`config.mk`:
```
export PLATFORM = sky130hd
export DESIGN_NAME = cbtm_blur_lane
export DESIGN_NICKNAME = d
export VERILOG_FILES = /design/src/cbtm_pkg.sv /design/src/cbtm_blur_lane.sv
export SDC_FILE = /design/constraint.sdc
export NUM_CORES = 1
export LEC_CHECK = 0
export CAP_MARGIN = 0
export CORE_AREA = 8 8 180 182
export DETAILED_ROUTE_END_ITERATION = 12
export DIE_AREA = 0 0 188 190
export DONT_BUFFER_PORTS = 1
export GPL_ROUTABILITY_DRIVEN = 0
export SLEW_MARGIN = 20
export SYNTH_ARGS = -nofsm -noshare
export SYNTH_HDL_FRONTEND = slang
export SYNTH_SLANG_ARGS = --single-unit
```
`constraint.sdc`:
```
create_clock -name vclk -period 8.55
set_input_delay 0.4275 -clock vclk [all_inputs]
set_output_delay 0.4275 -clock vclk [all_outputs]
set_load 0.01 [all_outputs]
```
`src/cbtm_pkg.sv`:
```
// cbtm_pkg: shared types, frame constants and the tone curve for the cross blur tone map unit
// no dependencies; imported by every module of the block
`timescale 1ns / 1ps

package cbtm_pkg;

    localparam int FRAME_WIDTH  = 480;
    localparam int FRAME_HEIGHT = 360;

    localparam int COL_W = $clog2(FRAME_WIDTH);
    localparam int ROW_W = $clog2(FRAME_HEIGHT);

    localparam int LEVEL_W     = 16;
    localparam int WEIGHT_W    = 8;
    localparam int TONE_SIZE   = 1024;
    localparam int TONE_MAX    = TONE_SIZE - 1;
    localparam int TONE_ADDR_W = $clog2(TONE_SIZE);
    localparam int TONE_W      = 8;
    localparam int BLUR_W      = 19;

    localparam int CFG_INDEX_W = 1;
    localparam int CFG_DATA_W  = WEIGHT_W;

    localparam logic [CFG_INDEX_W-1:0] REG_CENTER_WEIGHT = 1'b0;
    localparam logic [CFG_INDEX_W-1:0] REG_SIDE_WEIGHT   = 1'b1;

    localparam logic [WEIGHT_W-1:0] CENTER_WEIGHT_RESET = 8'd133;
    localparam logic [WEIGHT_W-1:0] SIDE_WEIGHT_RESET   = 8'd31;

    typedef struct packed {
        logic [LEVEL_W-1:0] red;
        logic [LEVEL_W-1:0] green;
        logic [LEVEL_W-1:0] blue;
    } pixel_t;

    // one line buffer entry: row above and current row at one column
    typedef struct packed {
        pixel_t upper;
        pixel_t middle;
    } line_entry_t;

    typedef logic [TONE_W-1:0] tone_table_t [TONE_SIZE];

    // 255*(1-exp(-i*5.2/1024)), exp built from a truncated series in fixed point
    function automatic tone_table_t build_tone_table();
        logic [63:0] t0;
        logic [63:0] t1;
        logic [63:0] t2;
        logic [63:0] t3;
        logic [63:0] t4;
        logic [63:0] e48;
        logic [63:0] e32;
        logic [63:0] p;
        tone_table_t tab;
        t0  = 64'd1 << 48;
        t1  = t0 * 64'd13 / 64'd2560;
        t2  = t1 * 64'd13 / 64'd5120;
        t3  = t2 * 64'd13 / 64'd7680;
        t4  = t3 * 64'd13 / 64'd10240;
        e48 = t0 - t1 + t2 - t3 + t4;
        e32 = (e48 + (64'd1 << 15)) >> 16;
        p   = 64'd1 << 32;
        for (int i = 0; i < TONE_SIZE; i++)
        begin
            tab[i] = TONE_W'((64'd255 * ((64'd1 << 32) - p)) >> 32);
            p      = (p * e32 + (64'd1 << 31)) >> 32;
        end
        return tab;
    endfunction

    localparam tone_table_t TONE_TABLE = build_tone_table();

    function automatic logic [TONE_ADDR_W-1:0] sat_tone(input logic [BLUR_W-1:0] v);
        logic [TONE_ADDR_W-1:0] r;
        if (v > BLUR_W'(TONE_MAX))
            r = TONE_ADDR_W'(TONE_MAX);
        else
            r = v[TONE_ADDR_W-1:0];
        return r;
    endfunction

endpackage

```
`src/cbtm_blur_lane.sv`:
```
// cbtm_blur_lane: five-point weighted sum of one channel, saturated to a tone rom address
// depends on cbtm_pkg
`timescale 1ns / 1ps

module cbtm_blur_lane
    import cbtm_pkg::*;
(
    input  logic [WEIGHT_W-1:0]    center_weight,
    input  logic [WEIGHT_W-1:0]    side_weight,
    input  logic                   interior,
    input  logic [LEVEL_W-1:0]     center,
    input  logic [LEVEL_W-1:0]     left,
    input  logic [LEVEL_W-1:0]     right,
    input  logic [LEVEL_W-1:0]     up,
    input  logic [LEVEL_W-1:0]     down,
    output logic [TONE_ADDR_W-1:0] tone_addr
);

    logic [LEVEL_W+1:0]            sides;
    logic [LEVEL_W+WEIGHT_W-1:0]   prod_c;
    logic [LEVEL_W+WEIGHT_W+1:0]   prod_s;
    logic [LEVEL_W+WEIGHT_W+2:0]   sum;
    logic [BLUR_W-1:0]             value;

    always_comb
    begin
        sides  = (LEVEL_W+2)'(left) + (LEVEL_W+2)'(right)
               + (LEVEL_W+2)'(up) + (LEVEL_W+2)'(down);
        prod_c = (LEVEL_W+WEIGHT_W)'(center_weight) * (LEVEL_W+WEIGHT_W)'(center);
        prod_s = (LEVEL_W+WEIGHT_W+2)'(side_weight) * (LEVEL_W+WEIGHT_W+2)'(sides);
        sum    = (LEVEL_W+WEIGHT_W+3)'(prod_c) + (LEVEL_W+WEIGHT_W+3)'(prod_s);
        // border pixels keep their own value
        value  = interior ? sum[LEVEL_W+WEIGHT_W+2:8] : BLUR_W'(center);
        tone_addr = sat_tone(value);
    end

endmodule

```
==> out/results.md <==
Outcome
• outcome: finished, violations left
• failing checks: setup timing

Global route
• total global-route track usage: 13.6%
• Overflow after GRT: 0
• number of global-route vias before repair: 8467
• wire length of the first global-routing pass: 40.9 mm
• initial antenna violation count: 0
• maximum number of pins on one net before global-route repair: 19

Synth
• Area contributors post-synth: fa_1 (50%), inv_1 (12%), ha_1 (12%)
• fraction of the mapped netlist area in compound gates: 5.63%
• leading cell types by count after synthesis: inv_1 (321), fa_1 (253), nand2_1 (165)
• Avg Inst Size Synth: 8.70 sq um
• post-synthesis instance area: 10200 sq um
• number of warnings printed during yosys synthesis: 0
• sequential element share of the synthesized area: 0%
• Post-Synth Adder-Cell Area: 61.3%
• biggest area consumer among synthesized cells: fa_1
• Post-Synthesis Net Count: 1622
• fraction of post-synthesis cell area in the top cell type by area: 49.5%
• Cell variety after synth: 52
• dominant combinational cell family by area after synthesis: adder cells
• xor-xnor portion of the synthesized cell area: 2.14%
• multiplexer share of the synthesized area: 0.294%
• simple logic cell fraction of the synthesized area: 17.5%
• most numerous cell in the Yosys netlist: inv_1
• Gate Count Post-Synth: 1176

Setup path
• worst stage delay on the critical path: 0.56 ns
• Worst setup endpoint: tone_addr[9]
• arrival time worst endpoint: 8.57 ns
• critical path endpoint category: primary output
• Setup crit start: up[2]
• required time of the critical path: 8.12 ns
• Startpoint Class: input pin
• highest fanout seen on the critical path: 8
• cell repeated most along the worst path: fa_1
• standard cell with the maximum stage delay on the critical path: fa_2
• CP Class: in -> out

Die
• number of top-level pins: 107
• DIE HEIGHT: 190 um
• initial core utilization: 34.8%
• area of the core: 29400 sq um
• die area: 35700 sq um
• floorplan row count: 63
• Die X-Extent: 188 um

Final layout
• Layout Area Growth over Synthesis: 14.5%
• post-layout net count: 1680
• share of final-layout standard cells stronger than drive strength 1: 14.5%
• fillers: 2982
• filler-free cell count of the finished design: 1622
• Final Instance Area: 11700 sq um
• number of antenna diodes: 0
• register area: 0 sq um
• clock buf count: 0
• FFs & Latches: 0

Min path
• worst hold path class: in -> out

Detailed routing
• length of the first detailed-routing pass in iterations: 5
• detail-routed via count per cell: 4.73
• Total Wirelength: 23.8 mm
• number of remaining DRC errors: 0
• DR WL/cell: 14.7 um
• via count: 7680
• violation count after the first detailed-routing iteration: 210
• DRT antenna net count: 0

STA
• total negative slack: -4.09 ns
• top achievable clock speed: 111 MHz
• Final WS setup: -0.447 ns
• final-report setup violation count: 10
• clock period minus worst slack: 9.00 ns
• crit share post-route: 105%
• RSZ-0062 raised after global routing: yes
• worst slew margin relative to its limit: 64.9%
• endpoints failing hold: 0
• number of pins with negative max-slew slack in the final report: 0
• Tightest Pin Transition: 0.523 ns

Placed design
• dpl cell area: 11400 sq um
• number of placed instances with taps included: 1616
• final HPWL from detailed placement: 21.1 mm
• number of input and output port buffers inserted: 0
• minimum setup slack after placement: -0.586 ns

Job
• Max Cap Viol: 0

Clock tree
• cts hold-fix bufs: 0

[cell type report]
class                      count  area (sq um)  share of cell area [%]
tap                          390           488                    4.17
multi-input combinational    820          9300                    79.4
timing repair buffer          91           717                    6.12
inverter                     321          1210                    10.4
[worst max-delay path: cells and delay by family]
kind	cells	cell delay, ns
adders and majority gates	10	4.48
AOI/OAI and AO/OA	12	2.37
and+or+nand+nor	3	0.56
buffers and inverters	6	0.37
xor gates and xnor gates	1	0.23
muxes	1	0.12
[metrics by stage]
| step | hold slack, ns | utilization, % |
|---|---|---|
| 4_1_cts | 0.979 | 39.3 |
| 3_3_place_gp | 0.976 | 38.9 |
| 6_report | 0.976 | 39.8 |
| 5_1_grt | 0.977 | 39.8 |
| 2_1_floorplan | 0.989 | - |
| 3_5_place_dp | 0.977 | 38.9 |
[routing by layer]
layer / wire length, um / vias up / track usage [%]
met1: 9630 / 3935 / 16.8
met5: 0 / - / 0
met3: 1030 / 23 / 1.37
met2: 12800 / 149 / 25.6
li1: - / 3573 / -
met4: 350 / 0 / 1.82
[cells in the final DEF (no fill, tap or decap), types with 3 or more instances in the layout]
cell and n:
nand2_1 155, nand2b_1 5, inv_1 311, mux2i_1 3
ha_2 3, fa_1 244, a211o_1 3, a21o_1 9
ha_4 7, nand2_4 5, or2_2 3, a21oi_1 13
nor2_1 13, nand3_1 7, xnor2_2 7, inv_2 9
fa_2 9, nand2_2 5, o21ai_0 10, o21ai_1 7
xor2_1 9, and3_1 9, o211ai_1 3, nor3_1 11
a31o_2 3, nor2b_1 13, buf_4 88, and2_1 104
xnor2_1 9, nand4_1 5, nand3b_1 3, ha_1 86
a21oi_2 5, and2_4 8
[kinds of logic after synthesis]
logic type,count (synthesis)
xor+xnor,25
simple gates,359
fa+ha+maj,349
mux,3
buf+inv,356
compound gates,84
[what timing repair did]
item / in CTS / in global routing
pin swaps: 12 / 18
gates cloned: 0 / 1
resized for setup: 15 / 44
setup buffers: 4 / 1
setup endpoints to repair: 10 / 10
[worst min-delay path by stage]
stage	cells past startpoint	end	from
2_1_floorplan	2	tone_addr[1]	center[1]
3_3_place_gp	1	tone_addr[3]	interior
3_5_place_dp	1	tone_addr[3]	interior
4_1_cts	1	tone_addr[3]	interior
5_1_grt	1	tone_addr[3]	interior
6_report	1	tone_addr[3]	interior
Power is not shown: default switching activity piles up to over one toggle a cycle in this logic, so the estimate is an artifact.
